File: src/sv/pesr_pkg.sv
// Package: shared types, codes and constants of the PES packet reassembler.
`timescale 1ns / 1ps

package pesr_pkg;

  localparam int unsigned OFF_W      = 17;
  localparam int unsigned HDR_SIZE   = 9;
  localparam int unsigned HDR_IDX_W  = 4;
  localparam int unsigned Q_DEPTH    = 4;
  localparam int unsigned Q_AW       = 2;

  // Stream ids without the optional PES header
  localparam logic [7:0] SID_PROG_MAP  = 8'hBC;
  localparam logic [7:0] SID_PADDING   = 8'hBE;
  localparam logic [7:0] SID_PRIV2     = 8'hBF;
  localparam logic [7:0] SID_ECM       = 8'hF0;
  localparam logic [7:0] SID_EMM       = 8'hF1;
  localparam logic [7:0] SID_DSMCC     = 8'hF2;
  localparam logic [7:0] SID_H222_E    = 8'hF8;
  localparam logic [7:0] SID_PROG_DIR  = 8'hFF;

  localparam logic [7:0] START_CODE_LAST = 8'h01;
  localparam logic [7:0] MARKER_MASK     = 8'hC0;
  localparam logic [7:0] MARKER_VALUE    = 8'h80;
  localparam logic [7:0] SCRAMBLE_MASK   = 8'h30;
  localparam logic [1:0] PTS_DTS_FORBIDDEN = 2'b01;

  typedef enum logic [1:0] {
    KIND_BYTE   = 2'd0,
    KIND_COMMIT = 2'd1,
    KIND_ABORT  = 2'd2
  } kind_t;

  typedef struct packed {
    kind_t             kind;
    logic [7:0]        byte_out;
    logic [OFF_W-1:0]  byte_offset;
    logic [7:0]        stream_ident;
    logic [15:0]       declared_length;
    logic              has_optional_header;
    logic [1:0]        pts_dts_flags;
    logic [7:0]        optional_header_length;
    logic              crc_present;
    logic              alignment_flag;
    logic              priority_flag;
  } res_t;

  // Up to two results per item, in order; v1 implies v0
  typedef struct packed {
    logic v0;
    logic v1;
    res_t r0;
    res_t r1;
  } push_t;

  function automatic logic has_opt(input logic [7:0] id);
    return !(id inside {SID_PROG_MAP, SID_PADDING, SID_PRIV2, SID_ECM,
                        SID_EMM, SID_DSMCC, SID_H222_E, SID_PROG_DIR});
  endfunction

endpackage

File: src/sv/pesr_if.sv
// Interfaces: payload-byte input channel and result channel.
`timescale 1ns / 1ps

interface pesr_in_if;
  logic       valid;
  logic       ready;
  logic [7:0] data_byte;
  logic       first_of_payload;
  logic       unit_start;

  modport source (output valid, data_byte, first_of_payload, unit_start, input ready);
  modport sink   (input valid, data_byte, first_of_payload, unit_start, output ready);
endinterface

interface pesr_out_if;
  logic        valid;
  logic        ready;
  logic [1:0]  kind;
  logic [7:0]  byte_out;
  logic [16:0] byte_offset;
  logic [7:0]  stream_ident;
  logic [15:0] declared_length;
  logic        has_optional_header;
  logic [1:0]  pts_dts_flags;
  logic [7:0]  optional_header_length;
  logic        crc_present;
  logic        alignment_flag;
  logic        priority_flag;

  modport source (output valid, kind, byte_out, byte_offset, stream_ident, declared_length,
                  has_optional_header, pts_dts_flags, optional_header_length,
                  crc_present, alignment_flag, priority_flag, input ready);
  modport sink   (input valid, kind, byte_out, byte_offset, stream_ident, declared_length,
                  has_optional_header, pts_dts_flags, optional_header_length,
                  crc_present, alignment_flag, priority_flag, output ready);
endinterface

File: src/sv/pesr_core.sv
// Reassembly core: input register, packet state and per-item result generation.
`timescale 1ns / 1ps

module pesr_core import pesr_pkg::*; #(
  parameter int unsigned MAX_PACKET_BYTES = 65541
) (
  input  logic        clk,
  input  logic        rst_n,
  pesr_in_if.sink     in_chan,
  input  logic        space_ok,
  output push_t       push
);

  logic                  s1_v_r;
  logic [7:0]            s1_b_r;
  logic                  s1_first_r;
  logic                  s1_us_r;
  logic                  adv;

  logic [8:0][7:0]       hdr_r, hdr_nxt;
  logic [OFF_W-1:0]      bc_r, bc_nxt;
  logic [OFF_W-1:0]      tg_r, tg_nxt;
  logic                  storing_r, storing_nxt;
  logic                  skip_r, skip_nxt;

  logic                  pre_v, a_v, b_v;
  res_t                  pre_res, a_res, b_res;
  logic [HDR_IDX_W-1:0]  pos;
  logic [15:0]           len;

  function automatic res_t mk_res(input kind_t k, input logic [7:0] b,
                                  input logic [OFF_W-1:0] off, input logic ok,
                                  input logic [8:0][7:0] h);
    res_t r;
    r             = '0;
    r.kind        = k;
    r.byte_out    = b;
    r.byte_offset = off;
    if (ok) begin
      r.stream_ident    = h[3];
      r.declared_length = {h[4], h[5]};
      if (has_opt(h[3])) begin
        r.has_optional_header    = 1'b1;
        r.pts_dts_flags          = h[7][7:6];
        r.optional_header_length = h[8];
        r.crc_present            = h[7][1];
        r.alignment_flag         = h[6][2];
        r.priority_flag          = h[6][3];
      end
    end
    return r;
  endfunction

  function automatic logic hdr_ok(input logic [8:0][7:0] h);
    logic ok;
    ok = (h[0] == 8'h00) && (h[1] == 8'h00) && (h[2] == START_CODE_LAST);
    if (has_opt(h[3])) begin
      if ((h[6] & MARKER_MASK) != MARKER_VALUE) ok = 1'b0;
      if ((h[6] & SCRAMBLE_MASK) != 8'h00)      ok = 1'b0;
      if (h[7][7:6] == PTS_DTS_FORBIDDEN)       ok = 1'b0;
    end
    return ok;
  endfunction

  assign adv           = s1_v_r && space_ok;
  assign in_chan.ready = !s1_v_r || space_ok;

  always_ff @(posedge clk) begin
    if (!rst_n) begin
      s1_v_r <= 1'b0;
    end else if (in_chan.ready) begin
      s1_v_r <= in_chan.valid;
    end
  end

  always_ff @(posedge clk) begin
    if (in_chan.valid && in_chan.ready) begin
      s1_b_r     <= in_chan.data_byte;
      s1_first_r <= in_chan.first_of_payload;
      s1_us_r    <= in_chan.unit_start;
    end
  end

  always_comb begin
    storing_nxt = storing_r;
    bc_nxt      = bc_r;
    tg_nxt      = tg_r;
    skip_nxt    = skip_r;
    hdr_nxt     = hdr_r;
    pre_v       = 1'b0;
    a_v         = 1'b0;
    b_v         = 1'b0;
    pre_res     = '0;
    a_res       = '0;
    b_res       = '0;
    pos         = '0;
    len         = '0;

    if (s1_first_r) skip_nxt = 1'b0;
    if (s1_first_r && s1_us_r) begin
      if (storing_r && tg_r == '0) begin
        pre_v   = 1'b1;
        pre_res = mk_res(KIND_COMMIT, 8'h00, bc_r, 1'b1, hdr_r);
      end else if (bc_r != '0) begin
        pre_v   = 1'b1;
        pre_res = mk_res(KIND_ABORT, 8'h00, bc_r, storing_r, hdr_r);
      end
      storing_nxt = 1'b0;
      bc_nxt      = '0;
      tg_nxt      = '0;
    end

    if (!skip_nxt) begin
      if (!storing_nxt) begin
        pos          = (bc_nxt >= OFF_W'(HDR_SIZE)) ? '0 : bc_nxt[HDR_IDX_W-1:0];
        hdr_nxt[pos] = s1_b_r;
        bc_nxt       = OFF_W'(pos) + OFF_W'(1);
        a_v          = 1'b1;
        if (pos != HDR_IDX_W'(HDR_SIZE - 1)) begin
          a_res = mk_res(KIND_BYTE, s1_b_r, OFF_W'(pos), 1'b0, hdr_nxt);
        end else if (!hdr_ok(hdr_nxt)) begin
          a_res    = mk_res(KIND_BYTE, s1_b_r, OFF_W'(pos), 1'b0, hdr_nxt);
          b_v      = 1'b1;
          b_res    = mk_res(KIND_ABORT, 8'h00, bc_nxt, 1'b0, hdr_nxt);
          bc_nxt   = '0;
          skip_nxt = 1'b1;
        end else begin
          len         = {hdr_nxt[4], hdr_nxt[5]};
          tg_nxt      = (len == 16'd0) ? '0 : OFF_W'(len) + OFF_W'(6);
          storing_nxt = 1'b1;
          a_res       = mk_res(KIND_BYTE, s1_b_r, OFF_W'(pos), 1'b1, hdr_nxt);
        end
      end else if (bc_nxt >= OFF_W'(MAX_PACKET_BYTES)) begin
        a_v         = 1'b1;
        a_res       = mk_res(KIND_ABORT, 8'h00, bc_nxt, 1'b1, hdr_nxt);
        storing_nxt = 1'b0;
        bc_nxt      = '0;
        tg_nxt      = '0;
        skip_nxt    = 1'b1;
      end else begin
        a_v    = 1'b1;
        a_res  = mk_res(KIND_BYTE, s1_b_r, bc_nxt, 1'b1, hdr_nxt);
        bc_nxt = OFF_W'(bc_nxt + OFF_W'(1));
      end

      // sized packet reaches its declared size
      if (storing_nxt && tg_nxt != '0 && bc_nxt == tg_nxt) begin
        b_v         = 1'b1;
        b_res       = mk_res(KIND_COMMIT, 8'h00, bc_nxt, 1'b1, hdr_nxt);
        storing_nxt = 1'b0;
        bc_nxt      = '0;
        tg_nxt      = '0;
        skip_nxt    = 1'b1;
      end
    end

    push = '0;
    if (adv) begin
      if (pre_v) begin
        push.v0 = 1'b1;
        push.r0 = pre_res;
        push.v1 = a_v;
        push.r1 = a_res;
      end else begin
        push.v0 = a_v;
        push.r0 = a_res;
        push.v1 = b_v;
        push.r1 = b_res;
      end
    end
  end

  always_ff @(posedge clk) begin
    if (!rst_n) begin
      storing_r <= 1'b0;
      bc_r      <= '0;
      tg_r      <= '0;
      skip_r    <= 1'b0;
    end else if (adv) begin
      storing_r <= storing_nxt;
      bc_r      <= bc_nxt;
      tg_r      <= tg_nxt;
      skip_r    <= skip_nxt;
    end
  end

  always_ff @(posedge clk) begin
    if (adv) begin
      hdr_r <= hdr_nxt;
    end
  end

`ifndef ASSERT_OFF
  a_idle_counts: assert property (@(posedge clk) disable iff (!rst_n)
    !storing_r |-> (bc_r < OFF_W'(HDR_SIZE) && tg_r == '0))
    else $error("idle state holds a packet count or target");

  a_storing_past_header: assert property (@(posedge clk) disable iff (!rst_n)
    storing_r |-> bc_r >= OFF_W'(HDR_SIZE))
    else $error("storing before the header is complete");

  a_push_order: assert property (@(posedge clk) disable iff (!rst_n)
    push.v1 |-> (push.v0 && adv))
    else $error("second result pushed without the first");
`endif

endmodule

File: src/sv/pesr_queue.sv
// Result queue: takes up to two results a cycle, hands out one per handshake.
`timescale 1ns / 1ps

module pesr_queue import pesr_pkg::*; (
  input  logic        clk,
  input  logic        rst_n,
  input  push_t       push,
  output logic        space_ok,
  pesr_out_if.source  out_chan
);

  res_t               mem [Q_DEPTH];
  logic [Q_AW-1:0]    wr_ptr_r, wr_ptr_nxt;
  logic [Q_AW-1:0]    rd_ptr_r, rd_ptr_nxt;
  logic [Q_AW:0]      cnt_r, cnt_nxt;
  logic               pop;
  logic [1:0]         n_push;
  res_t               head;

  assign pop      = out_chan.valid && out_chan.ready;
  assign n_push   = {1'b0, push.v0} + {1'b0, push.v1};
  assign space_ok = cnt_r <= (Q_AW+1)'(Q_DEPTH - 2);

  assign wr_ptr_nxt = Q_AW'(wr_ptr_r + Q_AW'(n_push));
  assign rd_ptr_nxt = Q_AW'(rd_ptr_r + Q_AW'(pop));
  assign cnt_nxt    = (Q_AW+1)'(cnt_r + (Q_AW+1)'(n_push) - (Q_AW+1)'(pop));

  always_ff @(posedge clk) begin
    if (!rst_n) begin
      wr_ptr_r <= '0;
      rd_ptr_r <= '0;
      cnt_r    <= '0;
    end else begin
      wr_ptr_r <= wr_ptr_nxt;
      rd_ptr_r <= rd_ptr_nxt;
      cnt_r    <= cnt_nxt;
    end
  end

  always_ff @(posedge clk) begin
    if (push.v0) mem[wr_ptr_r] <= push.r0;
    if (push.v1) mem[Q_AW'(wr_ptr_r + Q_AW'(1))] <= push.r1;
  end

  assign head = mem[rd_ptr_r];

  assign out_chan.valid                  = cnt_r != '0;
  assign out_chan.kind                   = head.kind;
  assign out_chan.byte_out               = head.byte_out;
  assign out_chan.byte_offset            = head.byte_offset;
  assign out_chan.stream_ident           = head.stream_ident;
  assign out_chan.declared_length        = head.declared_length;
  assign out_chan.has_optional_header    = head.has_optional_header;
  assign out_chan.pts_dts_flags          = head.pts_dts_flags;
  assign out_chan.optional_header_length = head.optional_header_length;
  assign out_chan.crc_present            = head.crc_present;
  assign out_chan.alignment_flag         = head.alignment_flag;
  assign out_chan.priority_flag          = head.priority_flag;

`ifndef ASSERT_OFF
  a_no_overfill: assert property (@(posedge clk) disable iff (!rst_n)
    (push.v0 || push.v1) |-> space_ok)
    else $error("results pushed into a queue without room");

  a_cnt_bound: assert property (@(posedge clk) disable iff (!rst_n)
    cnt_r <= (Q_AW+1)'(Q_DEPTH))
    else $error("queue fill count beyond depth");
`endif

endmodule

File: src/sv/pes_packet_reassembler_top.sv
// Top level of the PES packet reassembler: core plus result queue.
`timescale 1ns / 1ps

// PES packet reassembler. Takes transport-stream payload bytes, one item per
// handshake, each marked with first_of_payload and unit_start, gathers the
// nine-byte PES header, checks it (start code, marker bits, scrambling
// control, forbidden PTS_DTS_flags value) and echoes every stored byte with
// its offset in the packet. A packet ends with a commit result carrying its
// total size, or an abort result carrying the count stored so far. Sized
// packets commit when the count reaches PES_packet_length + 6; length-zero
// packets commit at the next unit start. After a commit or abort the rest of
// that transport payload is dropped without results. Declared lengths of 1
// or 2 never commit. A byte that would take the packet past
// MAX_PACKET_BYTES is replaced by an abort.
// Rate: one item per cycle while each item yields at most one result and the
// result port keeps up. An item with two results (unit-start commit or abort
// followed by the new header byte, bad header, or packet end) takes two
// handshakes of the result port, which drains one result per cycle while
// downstream is ready, from a four-entry queue; the input stalls only when
// that queue lacks room for two. An accepted item sits in the input register
// while the state update runs; its results enter the queue as the core
// advances. The queue decouples the result channel from the input, so a
// waiting result never blocks acceptance while there is room.
module pes_packet_reassembler_top import pesr_pkg::*; #(
  parameter int unsigned MAX_PACKET_BYTES = 65541
) (
  input  logic        clk,
  input  logic        rst_n,
  pesr_in_if.sink     in_chan,
  pesr_out_if.source  out_chan
);

  push_t push;
  logic  space_ok;

  // Header check, packet counting and result generation
  pesr_core #(
    .MAX_PACKET_BYTES (MAX_PACKET_BYTES)
  ) u_core (
    .clk      (clk),
    .rst_n    (rst_n),
    .in_chan  (in_chan),
    .space_ok (space_ok),
    .push     (push)
  );

  // Hold results until the downstream side takes them
  pesr_queue u_queue (
    .clk      (clk),
    .rst_n    (rst_n),
    .push     (push),
    .space_ok (space_ok),
    .out_chan (out_chan)
  );

endmodule

File: src/flat_wrapper.sv
// flat-port wrapper written by rule: the top's interface ports become plain ports
module pes_packet_reassembler_top_flat import pesr_pkg::*;
#(
  parameter int unsigned MAX_PACKET_BYTES = 65541
)
  (clk, rst_n, in_chan_valid, in_chan_data_byte, in_chan_first_of_payload, in_chan_unit_start, in_chan_ready, out_chan_valid, out_chan_kind, out_chan_byte_out, out_chan_byte_offset, out_chan_stream_ident, out_chan_declared_length, out_chan_has_optional_header, out_chan_pts_dts_flags, out_chan_optional_header_length, out_chan_crc_present, out_chan_alignment_flag, out_chan_priority_flag, out_chan_ready);
  pesr_in_if in_chan_i ();
  pesr_out_if out_chan_i ();
  input  logic clk;
  input  logic rst_n;
  input wire logic [$bits(in_chan_i.valid)-1:0] in_chan_valid;
  input wire logic [$bits(in_chan_i.data_byte)-1:0] in_chan_data_byte;
  input wire logic [$bits(in_chan_i.first_of_payload)-1:0] in_chan_first_of_payload;
  input wire logic [$bits(in_chan_i.unit_start)-1:0] in_chan_unit_start;
  output wire logic [$bits(in_chan_i.ready)-1:0] in_chan_ready;
  output wire logic [$bits(out_chan_i.valid)-1:0] out_chan_valid;
  output wire logic [$bits(out_chan_i.kind)-1:0] out_chan_kind;
  output wire logic [$bits(out_chan_i.byte_out)-1:0] out_chan_byte_out;
  output wire logic [$bits(out_chan_i.byte_offset)-1:0] out_chan_byte_offset;
  output wire logic [$bits(out_chan_i.stream_ident)-1:0] out_chan_stream_ident;
  output wire logic [$bits(out_chan_i.declared_length)-1:0] out_chan_declared_length;
  output wire logic [$bits(out_chan_i.has_optional_header)-1:0] out_chan_has_optional_header;
  output wire logic [$bits(out_chan_i.pts_dts_flags)-1:0] out_chan_pts_dts_flags;
  output wire logic [$bits(out_chan_i.optional_header_length)-1:0] out_chan_optional_header_length;
  output wire logic [$bits(out_chan_i.crc_present)-1:0] out_chan_crc_present;
  output wire logic [$bits(out_chan_i.alignment_flag)-1:0] out_chan_alignment_flag;
  output wire logic [$bits(out_chan_i.priority_flag)-1:0] out_chan_priority_flag;
  input wire logic [$bits(out_chan_i.ready)-1:0] out_chan_ready;
  assign in_chan_i.valid = in_chan_valid;
  assign in_chan_i.data_byte = in_chan_data_byte;
  assign in_chan_i.first_of_payload = in_chan_first_of_payload;
  assign in_chan_i.unit_start = in_chan_unit_start;
  assign in_chan_ready = in_chan_i.ready;
  assign out_chan_valid = out_chan_i.valid;
  assign out_chan_kind = out_chan_i.kind;
  assign out_chan_byte_out = out_chan_i.byte_out;
  assign out_chan_byte_offset = out_chan_i.byte_offset;
  assign out_chan_stream_ident = out_chan_i.stream_ident;
  assign out_chan_declared_length = out_chan_i.declared_length;
  assign out_chan_has_optional_header = out_chan_i.has_optional_header;
  assign out_chan_pts_dts_flags = out_chan_i.pts_dts_flags;
  assign out_chan_optional_header_length = out_chan_i.optional_header_length;
  assign out_chan_crc_present = out_chan_i.crc_present;
  assign out_chan_alignment_flag = out_chan_i.alignment_flag;
  assign out_chan_priority_flag = out_chan_i.priority_flag;
  assign out_chan_i.ready = out_chan_ready;
  pes_packet_reassembler_top #(.MAX_PACKET_BYTES(MAX_PACKET_BYTES)) u_core (.clk(clk), .rst_n(rst_n), .in_chan(in_chan_i), .out_chan(out_chan_i));
endmodule
File: config.mk
export PLATFORM = sky130hd
export DESIGN_NAME = pes_packet_reassembler_top_flat
export DESIGN_NICKNAME = d
export VERILOG_FILES = /design/src/sv/pesr_pkg.sv /design/src/sv/pesr_if.sv /design/src/sv/pesr_core.sv /design/src/sv/pesr_queue.sv /design/src/sv/pes_packet_reassembler_top.sv /design/src/flat_wrapper.sv
export SDC_FILE = /design/constraint.sdc
export NUM_CORES = 1
export LEC_CHECK = 0
export ABC_CLOCK_PERIOD_IN_PS = 16550
export BUFFER_PORTS_ARGS = -buffer_cell sky130_fd_sc_hd__buf_2
export CAP_MARGIN = 25
export CORE_MARGIN = 5
export CORE_UTILIZATION = 55
export CTS_CLUSTER_DIAMETER = 60
export DETAILED_ROUTE_END_ITERATION = 7
export GPL_TIMING_DRIVEN = 0
export PLACE_DENSITY = 0.74
export SKIP_CTS_REPAIR_TIMING = 1
export SLEW_MARGIN = 10
export SYNTH_ARGS = -nofsm -noshare
export SYNTH_HDL_FRONTEND = slang
export SYNTH_HIERARCHICAL = 1
export SYNTH_SLANG_ARGS = --single-unit
File: constraint.sdc
create_clock -name clk -period 16.55 [get_ports clk]
set_clock_uncertainty 0.2 [all_clocks]
set_input_delay 0.8275 -clock clk [delete_from_list [all_inputs] [get_ports clk]]
set_output_delay 0.8275 -clock clk [all_outputs]
set_load 0.02 [all_outputs]
**After elaboration in Yosys (flattened, before gate mapping)**

Memories as Yosys holds them, arrays and structs flattened. A register that Yosys moved wholly into a read port is not among the register bits.
Index checks and enable logic that the tools add are counted.

- Register bits: 126
- Bits in writable memories: 260
- Input port bits: 14
- Output and inout bits: 67
- Logic and storage cells: 169
- Memories: 1

- $add $sub $neg: 9
- $lt $le $gt $ge: 5
- Equal/unequal tests: 30
- Multiplexer cells: 76
- Bitwise logic cells: 1
- Reductions and logical operators: 25

Memories:

| memory | words | width | rd ports | clocked after memory_dff | write ports | line | text |
|---|---|---|---|---|---|---|---|
| u_core.u_queue.mem | 4 | 65 | 1 | 1 | 2 | pesr_queue.sv:12 | `res_t mem [Q_DEPTH];` |

Operators by type and width:

| operator | count |
|---|---|
| $mux 65 | 11 |
| $mux 132 | 2 |
| $mux 17 | 15 |
| $eq 8x8->1 const B | 24 |
| $mux 72 | 2 |
| $mux 38 | 3 |
| $bwmux 72 | 1 |
| $mux 14 | 3 |
| $reduce_bool 17->1 | 2 |
| $mux 1 | 33 |
| $demux 8 s4 | 1 |
| $reduce_bool 8->1 | 4 |
| $add 16x3->17 const B | 1 |
| $add 17x1->17 const B | 1 |
| $eq 17x17->1 | 1 |
| $ge 17x17->1 const B | 1 |
| $ge 17x4->1 const B | 1 |
| $logic_not 17->1 | 1 |
| $logic_not 16->1 | 1 |
| $logic_not 8->1 | 2 |
| $logic_and 1x1->1 | 10 |
| $mux 5 | 2 |
| $eq 8x1->1 const B | 1 |
| $mux 8 | 1 |
| other kinds (22) | 22 |

**Longest topological paths before layout**

Gate-level depths: netlist of run 1.

- Depth in word-level cells: 33
- Depth in mapped cells: 36
- Gate-level depth less buffers: 32

**By module**

Netlist of run 1, hierarchy kept.

Modules (own cells, without submodules):

| module | times used | cells each | area each (um^2) | seq. area each (um^2) |
|---|---|---|---|---|
| pesr_queue | 1 | 671 | 13028.7 | 7947.6 |
| pesr_core | 1 | 1023 | 8338.0 | 2992.9 |

**Least setup slack after synthesis of run 1**

No wires, ideal clock.

- Path type: reg2reg
- From: register u_core.u_core.s1_first_r
- To: memory u_core/u_queue/mem[3][0] (netlist bit) (enable)
- Library setup time: 0.495 ns
- Arrival time: 8.685 ns
- Data required time: 15.855 ns
- Setup slack: 7.170 ns
- Cell stages (with the launch flop): 30
- Buffers on the path: 4
- Period minus slack after synthesis: 9.380 ns
- Cells stage by stage: edfxtp_1 -> and2_1 -> clkbuf_1 -> nor2_1 -> ha_1 -> a211oi_1 -> clkbuf_1 -> nand3_1 -> nor2_1 -> ha_1 -> and3_1 -> nand3_1 -> clkbuf_1 -> mux2i_1 -> ha_1 -> and3b_1 -> nand2_1 -> mux2i_1 -> nand2_1 -> xnor2_1 -> nand2b_1 -> and3_1 -> or4_4 -> nor4_4 -> and2_0 -> buf_4 -> nor2_1 -> o22ai_1 -> mux2i_1 -> nor2b_1

RTL lines:

| what | line | text |
|---|---|---|
| start: declaration | pesr_core.sv:16 | `logic s1_first_r;` |
| start signal: assignment | pesr_core.sv:79 | `s1_first_r <= in_chan.first_of_payload;` |
| end: declaration | pesr_queue.sv:12 |  |

==> results of run 1 <==
layer usage:
layer / global-route usage, % / wire, um / vias up
li1: - / - / 6717
met1: 39.0 / 25000 / 7579
met2: 45.4 / 29200 / 735
met3: 4.30 / 5080 / 118
met4: 8.25 / 1690 / 0
met5: 0 / 0 / -
worst max-delay path, delay by kind of cell, from the launching register on:
kind                       cells  cell delay (ns)
adders and majority gates      3             0.93
muxes                          1             0.19
DFF                            1             0.54
AOI/OAI and AO/OA              6             1.55
xor gates and xnor gates       2             0.39
and+or+nand+nor               13             3.25
buffers and inverters          8             2.42
state kept, by name, indices dropped and copies added, names as in the netlist:
| name | flops |
|---|---|
| u_core/u_queue/mem | 260 |
| u_core/u_core/hdr_r | 65 |
| u_core/u_core/bc_r | 17 |
| u_core/u_core/tg_r | 17 |
| u_core/u_core/s1_b_r | 8 |
| u_core/u_queue/cnt_r | 3 |
| u_core/u_queue/rd_ptr_r | 2 |
| u_core/u_queue/wr_ptr_r | 2 |
| u_core/u_core/s1_first_r | 1 |
| u_core/u_core/s1_us_r | 1 |
| u_core/u_core/s1_v_r | 1 |
| u_core/u_core/skip_r | 1 |
| u_core/u_core/storing_r | 1 |
metrics by stage:
step	area [um2]	power [W]	setup slack [ns]	util, %	cells
floorplan	21400	0.00155	7.17	-	1694
global placement	22400	0.00173	2.85	58.1	2292
detailed placement	22800	0.00175	7.05	59.1	2307
CTS	24200	0.00267	7.02	62.6	2385
global route	24200	0.00275	6.36	62.7	2386
finish	24200	0.00265	6.70	62.7	2386
power groups by stage:
| stage | clock network (W) | logic [W] | registers [W] |
|---|---|---|---|
| floorplan | 0 | 0.000393 | 0.00116 |
| finish | 0.000924 | 0.000583 | 0.00115 |
| CTS | 0.000936 | 0.000587 | 0.00115 |
| global route | 0.000976 | 0.000622 | 0.00115 |
| global placement | 0 | 0.000558 | 0.00118 |
| detailed placement | 0 | 0.000585 | 0.00117 |
Yosys cell counts, drive strengths merged, types with 6 or more instances:
library cell	count
nand2	138
clkbuf	64
nor4b	7
or4	8
o31ai	6
and2	36
nor2	111
mux2i	70
nand2b	13
a22o	21
xnor2	23
a31oi	9
nand3	44
ha	11
o21ai	52
a21oi	43
and3	36
mux2	270
mux4	65
inv	51
nor3	28
nor4	23
nor2b	24
nand4	12
dfxtp	44
edfxtp	335
buf	49
or3	6
xor2	15
kinds of logic (layout without fill, tap and decap cells):
kind of cell | after synthesis | count (layout) | synth area share (%)
compound gates | 180 | 180 | 5.51
xor+xnor | 40 | 40 | 1.77
fa+ha+maj | 14 | 14 | 0.832
buf+inv | 164 | 338 | 3.55
flops | 379 | 379 | 51.2
mux | 405 | 405 | 24.9
simple gates | 512 | 512 | 12.3
worst max path at each step:
stage                                                endpoint  slack, ns  cells after the start
after global placement    u_core/u_queue/mem[0][50]$_DFFE_PP_       2.85                     31
after global routing      u_core/u_queue/mem[0][50]$_DFFE_PP_       6.36                     32
final                     u_core/u_queue/mem[0][50]$_DFFE_PP_       6.70                     33
after CTS                 u_core/u_queue/mem[0][50]$_DFFE_PP_       7.02                     33
after detailed placement  u_core/u_queue/mem[0][50]$_DFFE_PP_       7.05                     33
after floorplan            u_core/u_queue/mem[3][0]$_DFFE_PP_       7.17                     29
final cells by class:
type,count,area [um2]
multi-input cells,1151,9710
clock buffers,58,1170
flip-flops and latches,379,10900
well taps,518,648
inverters,51,191
clock inverters,20,179
repair buffers,96,751
fillers,3051,14400
plain buffers,113,568
==> results.yml, run 1 <==
die:
  die_x_um: 207
  initial_core_util_pct: 55.4
  core-area_um2: 38600
  dieHeight_um: 207
  io_pins: 81
  dieArea_um2: 42900
  rows: 72
critical_path:
  max_stage_delay_ns: 0.68
  worst_setup_path_start_kind: "flip-flop"
  ff2ff_setup_slack_ns: 6.70
  required_ns: 16.60
  cpMostUsedCell: "nor2_1"
  slowest_stage: "nor4b_1"
  arrival_ns: 9.90
  crit_fanout: 21
  timing.rr.end: "u_core/u_queue/mem[0][50]$_DFFE_PP_"
  r2r_cells: 33
  crit_start: "u_core/u_core/s1_first_r$_DFFE_PP_"
  crit_path_end_kind: "flip-flop"
  r2r_start: "u_core/u_core/s1_first_r$_DFFE_PP_"
  path_class: "reg2reg"
synthesis:
  avgSynthCellArea_um2: 12.6
  synth_largest_area_cell: "edfxtp_1"
  synth_top_cell_area_share_pct: 47.1
  netlist_area_um2: 21400
  yosysSeqAreaShare_pct: 51.2
  synthesis.nets: 1720
  ys_types: 81
  async_reset_ff_share_pct: 0
  ys.flop_type: "edfxtp_1"
  syn_inst: 1694
  ys_seq_elements: 379
  synth_edf_count: 335
  ys_warn_count: 6
  synth_area_leaders: "edfxtp_1 (47%), mux2_2 (12%), mux4_2 (6.9%)"
power_and_ir_drop:
  power.share.clock_pct: 34.8
  vdd_drop_max_uv: 81.7
  netSwitchingPower_w: 0.000778
  power.leakage_nw: 9.54
  power_density_nw_per_um2: 110
  p_int_w: 0.00188
  swShare_pct: 29.3
  seqPwrFrac_pct: 43.2
  p_comb_share_pct: 22.0
sta:
  final_max_slew_viol_count: 0
  period_needed_ns: 9.85
  hold_viol_final: 0
  worst_pin_slew_ns: 1.04
  finalSetupViolCount: 0
  rsz0062_at_grt: "false"
  fmax_mhz: 102
  slew_headroom_pct: 28.7
  period_share_pct: 59.5
  fin_tns_setup_ns: 0
  timing.hold.ws_ns: 0.240
grt:
  grt_pass1_wl_um: 93200
  antenna_found_initial: 0
  grt_pass1_vias: 15200
  gr-total-overflow: 0
  grt_max_degree: 26
  grt_use_total_pct: 27.8
route:
  wl_per_cell_um: 25.5
  drtPass1Iterations: 6
  wl_um: 61000
  antenna_left: 0
  drtIter0Drc: 1704
  drc: 0
  vias: 15100
  vias_per_cell: 6.35
cts:
  clockBufferDepth: 3
  htreeDepth: 2
  clkTransAtPathRegs_ns: 0.06
  worst_skew_pair.late_latency_ns: 0.58
  cts.sinks: 379
  root_buffer: "clkbuf_16"
  cts_tree: "built"
  cts_buffers: 43
hold_path:
  hp-class: "in2reg"
  holdPathStages: 1
  worstHoldStart: "in_chan_data_byte[2]"
  hold_end: "u_core/u_core/s1_b_r[2]$_DFFE_PP_"
cells_and_area:
  mostFrequentLayoutCells: "edfxtp_1 (335), mux2_2 (228), nand2_1 (138), nor2_1 (109), buf_2 (104)"
  antenna_cells: 0
  drive_gt1_share_pct: 29.6
  layout_commonest_cell: "edfxtp_1"
  area_growth_pct: 13.1
  fin_nets: 1861
place:
  io_buffers: 80
  gp_congestion: 0.993
  dp_hpwl_um: 43300
job:
  cap_violations: 0
status:
  status: "finished, final reports clean"
Power figures use the tool's default switching activity.
==> run 2, diff against run 1 <==
- ABC_CLOCK_PERIOD_IN_PS: 16550 -> 8700
- PLACE_DENSITY: 0.74 -> 0.77
- clock period: 16.55 -> 8.7 ns (I/O delays scaled with it)
==> run 2 against run 1 <==
Against the previous run: critical path depth grew 3; clock power grew 86%; core utilization rose by 0.27 points; critical path type unchanged; hold slack got worse by 0.16 ns; count of clock-buffer cells in the layout rose by 6; wire length is 3.1% higher; global-route usage grew 0.25 points; sequential share of layout area decreased by 0.20 points; total power is 89% higher; critical endpoint is now u_core/u_queue/cnt_r[2]$_SDFF_PN0_; combinational power is 92% higher; non-clock buffer count rose by 13.
==> results.yml, run 2 (synthesized netlist as in run 1, its figures left out) <==
route:
  drtIter0Drc: 1747
  antenna_left: 0
  vias_per_cell: 6.41
  drc: 0
  wl_um: 62900
  drtPass1Iterations: 6
  vias: 15400
  wl_per_cell_um: 26.2
grt:
  grt_use_total_pct: 28.1
  gr-total-overflow: 0
  grt_pass1_wl_um: 93800
  grt_max_degree: 29
  antenna_found_initial: 0
  grt_pass1_vias: 15200
cts:
  clkTransAtPathRegs_ns: 0.06
  cts_tree: "built"
  clockBufferDepth: 3
  htreeDepth: 2
  cts_buffers: 43
  worst_skew_pair.late_latency_ns: 0.57
  root_buffer: "clkbuf_16"
  cts.sinks: 379
cells_and_area:
  top_register: "u_core/u_queue/mem"
  nFillCells: 2971
  mostFrequentLayoutCells: "edfxtp_1 (335), mux2_2 (228), nand2_1 (137), nor2_1 (108), buf_2 (104)"
  top_regs: "u_core/u_queue/mem x260, u_core/u_core/hdr_r x65"
  fin_nets: 1876
  stdcell_area_um2: 24300
  largest_reg_flops: 260
  antenna_cells: 0
  area_growth_pct: 13.6
  drive_gt1_share_pct: 29.7
  layout_commonest_cell: "edfxtp_1"
hold_path:
  hp-class: "in2reg"
die:
  rows: 72
  core-area_um2: 38600
  dieArea_um2: 42900
  die_x_um: 207
  dieHeight_um: 207
  io_pins: 81
  initial_core_util_pct: 55.4
sta:
  timing.hold.ws_ns: 0.0813
  period_needed_ns: 8.33
  hold_viol_final: 0
  finalSetupViolCount: 0
  finalWorstSetupSlack_ns: 0.365
  fmax_mhz: 120
  slew_headroom_pct: 23.2
  final_max_slew_viol_count: 0
  period_share_pct: 95.8
  worst_pin_slew_ns: 1.15
job:
  cap_violations: 0
power_and_ir_drop:
  power_density_nw_per_um2: 207
  vdd_drop_max_uv: 181
  power.leakage_nw: 9.56
critical_path:
  crit_fanout: 10
  crit_path_end_kind: "flip-flop"
  path_class: "reg2reg"
  cpMostUsedCell: "ha_1"
  worst_setup_path_start_kind: "flip-flop"
  required_ns: 8.97
  arrival_ns: 8.60
  max_stage_delay_ns: 0.53
  crit_family: "simple AND/OR/NAND/NOR gates"
  path_buf_inv: 7
  slowest_stage: "or4_4"
place:
  gp_congestion: 0.984
  io_buffers: 80
  place_ws_ns: -0.748
  placed_area_um2: 22700
  dp_hpwl_um: 43900
status:
  status: "finished, final reports clean"
==> run 2: path summary, 6_finish.rpt <==
kind / slack [ns] / end / cells past startpoint / from
min: 0.08 / u_core/u_queue/cnt_r[1]$_SDFF_PN0_ / 2 / rst_n
max reg2reg: 0.37 / u_core/u_queue/cnt_r[2]$_SDFF_PN0_ / 36 / u_core/u_core/s1_first_r$_DFFE_PP_
max: 0.37 / u_core/u_queue/cnt_r[2]$_SDFF_PN0_ / 36 / u_core/u_core/s1_first_r$_DFFE_PP_
min reg2reg: 0.29 / u_core/u_core/tg_r[2]$_SDFFE_PN0P_ / 2 / u_core/u_core/tg_r[2]$_SDFFE_PN0P_
==> run 2: power breakdown <==
group	switching [W]	internal [W]	total (W)
combinational	0.000680	0.000439	0.00112
sequential	0.0000673	0.00212	0.00218
clock	0.000732	0.000990	0.00172
total	0.00148	0.00355	0.00503
==> run 2: metal layers <==
metal	global-route usage [%]	wire (um)	part of all wire [%]
met1	39.9	25800	41
met2	45.3	30200	48
met3	3.96	5180	8.2
met4	8.53	1740	2.8
met5	0	0	0
==> run 2: cell type report <==
class                   count  area [um2]  area share (%)
flip-flops and latches    379       10900            45.1
multi-input cells        1153        9810            40.4
clock buffers              64        1210            4.98
repair buffers            109         795            3.27
well taps                 518         648            2.67
plain buffers             113         579            2.39
inverters                  51         191           0.789
clock inverters            12        96.3           0.397
==> run 2: stage by stage <==
step	total power [W]	utilization, %	TNS (ns)	instances
after floorplan	0.00295	-	0	1694
after global placement	0.00329	58.2	-599.58	2292
after detailed placement	0.00332	58.9	-162.62	2306
after CTS	0.00504	62.3	-168.54	2382
after global routing	0.00521	62.9	-1.75	2399
final	0.00503	62.9	0	2399
==> run 3, diff against run 2 <==
==> constraint.sdc (replaced) <==
create_clock -name clk -period 8.7 [get_ports clk]
set_clock_uncertainty 0.2 [all_clocks]
set_input_delay 1.74 -clock clk [delete_from_list [all_inputs] [get_ports clk]]
set_output_delay 1.74 -clock clk [all_outputs]
set_load 0.02 [all_outputs]
==> run 3 against run 2 <==
Against the previous run: hold slack gained 0.20 ns; fmax is 0.21% lower; largest cell class unchanged; largest power group unchanged; register-to-register slack worse by 0.02 ns; sequential cell count stayed put; critical path type unchanged.
==> results.yml, run 3 (synthesized netlist as in run 1, its figures left out) <==
hold_path:
  holdPathStages: 2
  hp-class: "reg2reg"
  worstHoldStart: "u_core/u_core/tg_r[2]$_SDFFE_PN0P_"
  hold_end: "u_core/u_core/tg_r[2]$_SDFFE_PN0P_"
sta:
  timing.hold.ws_ns: 0.281
  period_needed_ns: 8.35
  final_max_slew_viol_count: 0
  period_share_pct: 96.0
  hold_viol_final: 0
  slew_headroom_pct: 27.4
  finalWorstSetupSlack_ns: 0.348
  worst_pin_slew_ns: 1.09
  finalSetupViolCount: 0
  fmax_mhz: 120
place:
  gp_congestion: 0.984
  dp_hpwl_um: 43900
  placed_area_um2: 22700
  io_buffers: 80
  place_ws_ns: -0.748
cts:
  clkTransAtPathRegs_ns: 0.06
  htreeDepth: 2
  cts_tree: "built"
  cts.sinks: 379
  cts_buffers: 43
  root_buffer: "clkbuf_16"
  clockBufferDepth: 3
  worst_skew_pair.late_latency_ns: 0.57
grt:
  grt_max_degree: 29
  grt_pass1_vias: 15200
  gr-total-overflow: 0
  grt_pass1_wl_um: 93800
  grt_use_total_pct: 28.1
  antenna_found_initial: 0
route:
  wl_um: 62500
  antenna_left: 0
  drtIter0Drc: 1653
  drc: 0
  drtPass1Iterations: 7
  vias: 15300
  vias_per_cell: 6.40
  wl_per_cell_um: 26.2
critical_path:
  slowest_stage: "or4_4"
  crit_family: "simple AND/OR/NAND/NOR gates"
  path_class: "reg2reg"
  path_buf_inv: 7
  required_ns: 8.97
  worst_setup_path_start_kind: "flip-flop"
  worst-path-stages: 36
  timing.rr.end: "u_core/u_queue/cnt_r[2]$_SDFF_PN0_"
  ff2ff_setup_slack_ns: 0.35
  r2r_start: "u_core/u_core/s1_first_r$_DFFE_PP_"
  r2r_cells: 36
  max_stage_delay_ns: 0.53
  cpMostUsedCell: "ha_1"
  crit_fanout: 10
  arrival_ns: 8.62
  crit_path_end_kind: "flip-flop"
cells_and_area:
  stdcell_area_um2: 24200
  top_register: "u_core/u_queue/mem"
  fin_nets: 1865
  area_growth_pct: 13.1
  largest_reg_flops: 260
  mostFrequentLayoutCells: "edfxtp_1 (335), mux2_2 (228), nand2_1 (137), nor2_1 (108), buf_2 (104)"
  fin_util_pct: 62.7
  drive_gt1_share_pct: 29.9
  layout_commonest_cell: "edfxtp_1"
  antenna_cells: 0
  nFillCells: 2989
  top_regs: "u_core/u_queue/mem x260, u_core/u_core/hdr_r x65"
job:
  cap_violations: 0
die:
  die_x_um: 207
  initial_core_util_pct: 55.4
  core-area_um2: 38600
  dieHeight_um: 207
  rows: 72
  dieArea_um2: 42900
  io_pins: 81
power_and_ir_drop:
  finalPower_w: 0.00502
  vdd_drop_max_uv: 179
  power_density_nw_per_um2: 208
  power.leakage_nw: 9.51
status:
  status: "finished, final reports clean"
==> run 3: metrics by stage <==
step	setup TNS (ns)	instances
after global placement	-599.58	2292
after floorplan	0	1694
after detailed placement	-162.62	2306
after CTS	-168.54	2382
final	0	2388
after global routing	-1.75	2388
==> run 3: area by class of cell <==
class                      count  area (um2)  share of cell area, %
buffer                       113         579                   2.40
clock buffer                  64        1210                   5.00
clock inverter                12        96.3                  0.399
inverter                      51         191                  0.792
multi-input combinational   1153        9810                   40.6
sequential                   379       10900                   45.3
tap                          518         648                   2.68
timing repair buffer          98         684                   2.83
==> run 3: per-layer routing <==
metal	vias up	wire length (um)	global-route usage (%)
met3	132	4700	3.96
met2	694	29800	45.3
met5	-	0	0
met4	0	1820	8.53
met1	7714	26300	39.9
li1	6733	-	-
==> run 3: how the worst max path moves through the flow <==
| stage | startpoint | endpoint |
|---|---|---|
| 2_1_floorplan | u_core/u_core/s1_first_r$_DFFE_PP_ | u_core/u_queue/mem[3][0]$_DFFE_PP_ |
| 3_3_place_gp | u_core/u_core/s1_first_r$_DFFE_PP_ | u_core/u_queue/mem[3][17]$_DFFE_PP_ |
| 3_5_place_dp | u_core/u_core/s1_first_r$_DFFE_PP_ | u_core/u_queue/mem[3][19]$_DFFE_PP_ |
| 4_1_cts | u_core/u_core/s1_first_r$_DFFE_PP_ | u_core/u_queue/mem[3][22]$_DFFE_PP_ |
| 5_1_grt | u_core/u_core/s1_first_r$_DFFE_PP_ | u_core/u_queue/cnt_r[2]$_SDFF_PN0_ |
| 6_report | u_core/u_core/s1_first_r$_DFFE_PP_ | u_core/u_queue/cnt_r[2]$_SDFF_PN0_ |
==> run 3: power breakdown <==
part | internal (W) | total [W] | switching (W)
Sequential | 0.00212 | 0.00218 | 0.0000668
Clock | 0.000990 | 0.00172 | 0.000729
Combinational | 0.000436 | 0.00112 | 0.000679
==> run 3: worst reg2reg max path, delay by kind of cell, from the launching register on <==
family | cells | cell delay (ns)
simple gates | 16 | 3.34
fa+ha+maj | 7 | 1.96
buf+inv | 7 | 1.10
compound gates | 2 | 0.49
flops | 1 | 0.44
mux | 2 | 0.37
xor+xnor | 2 | 0.36
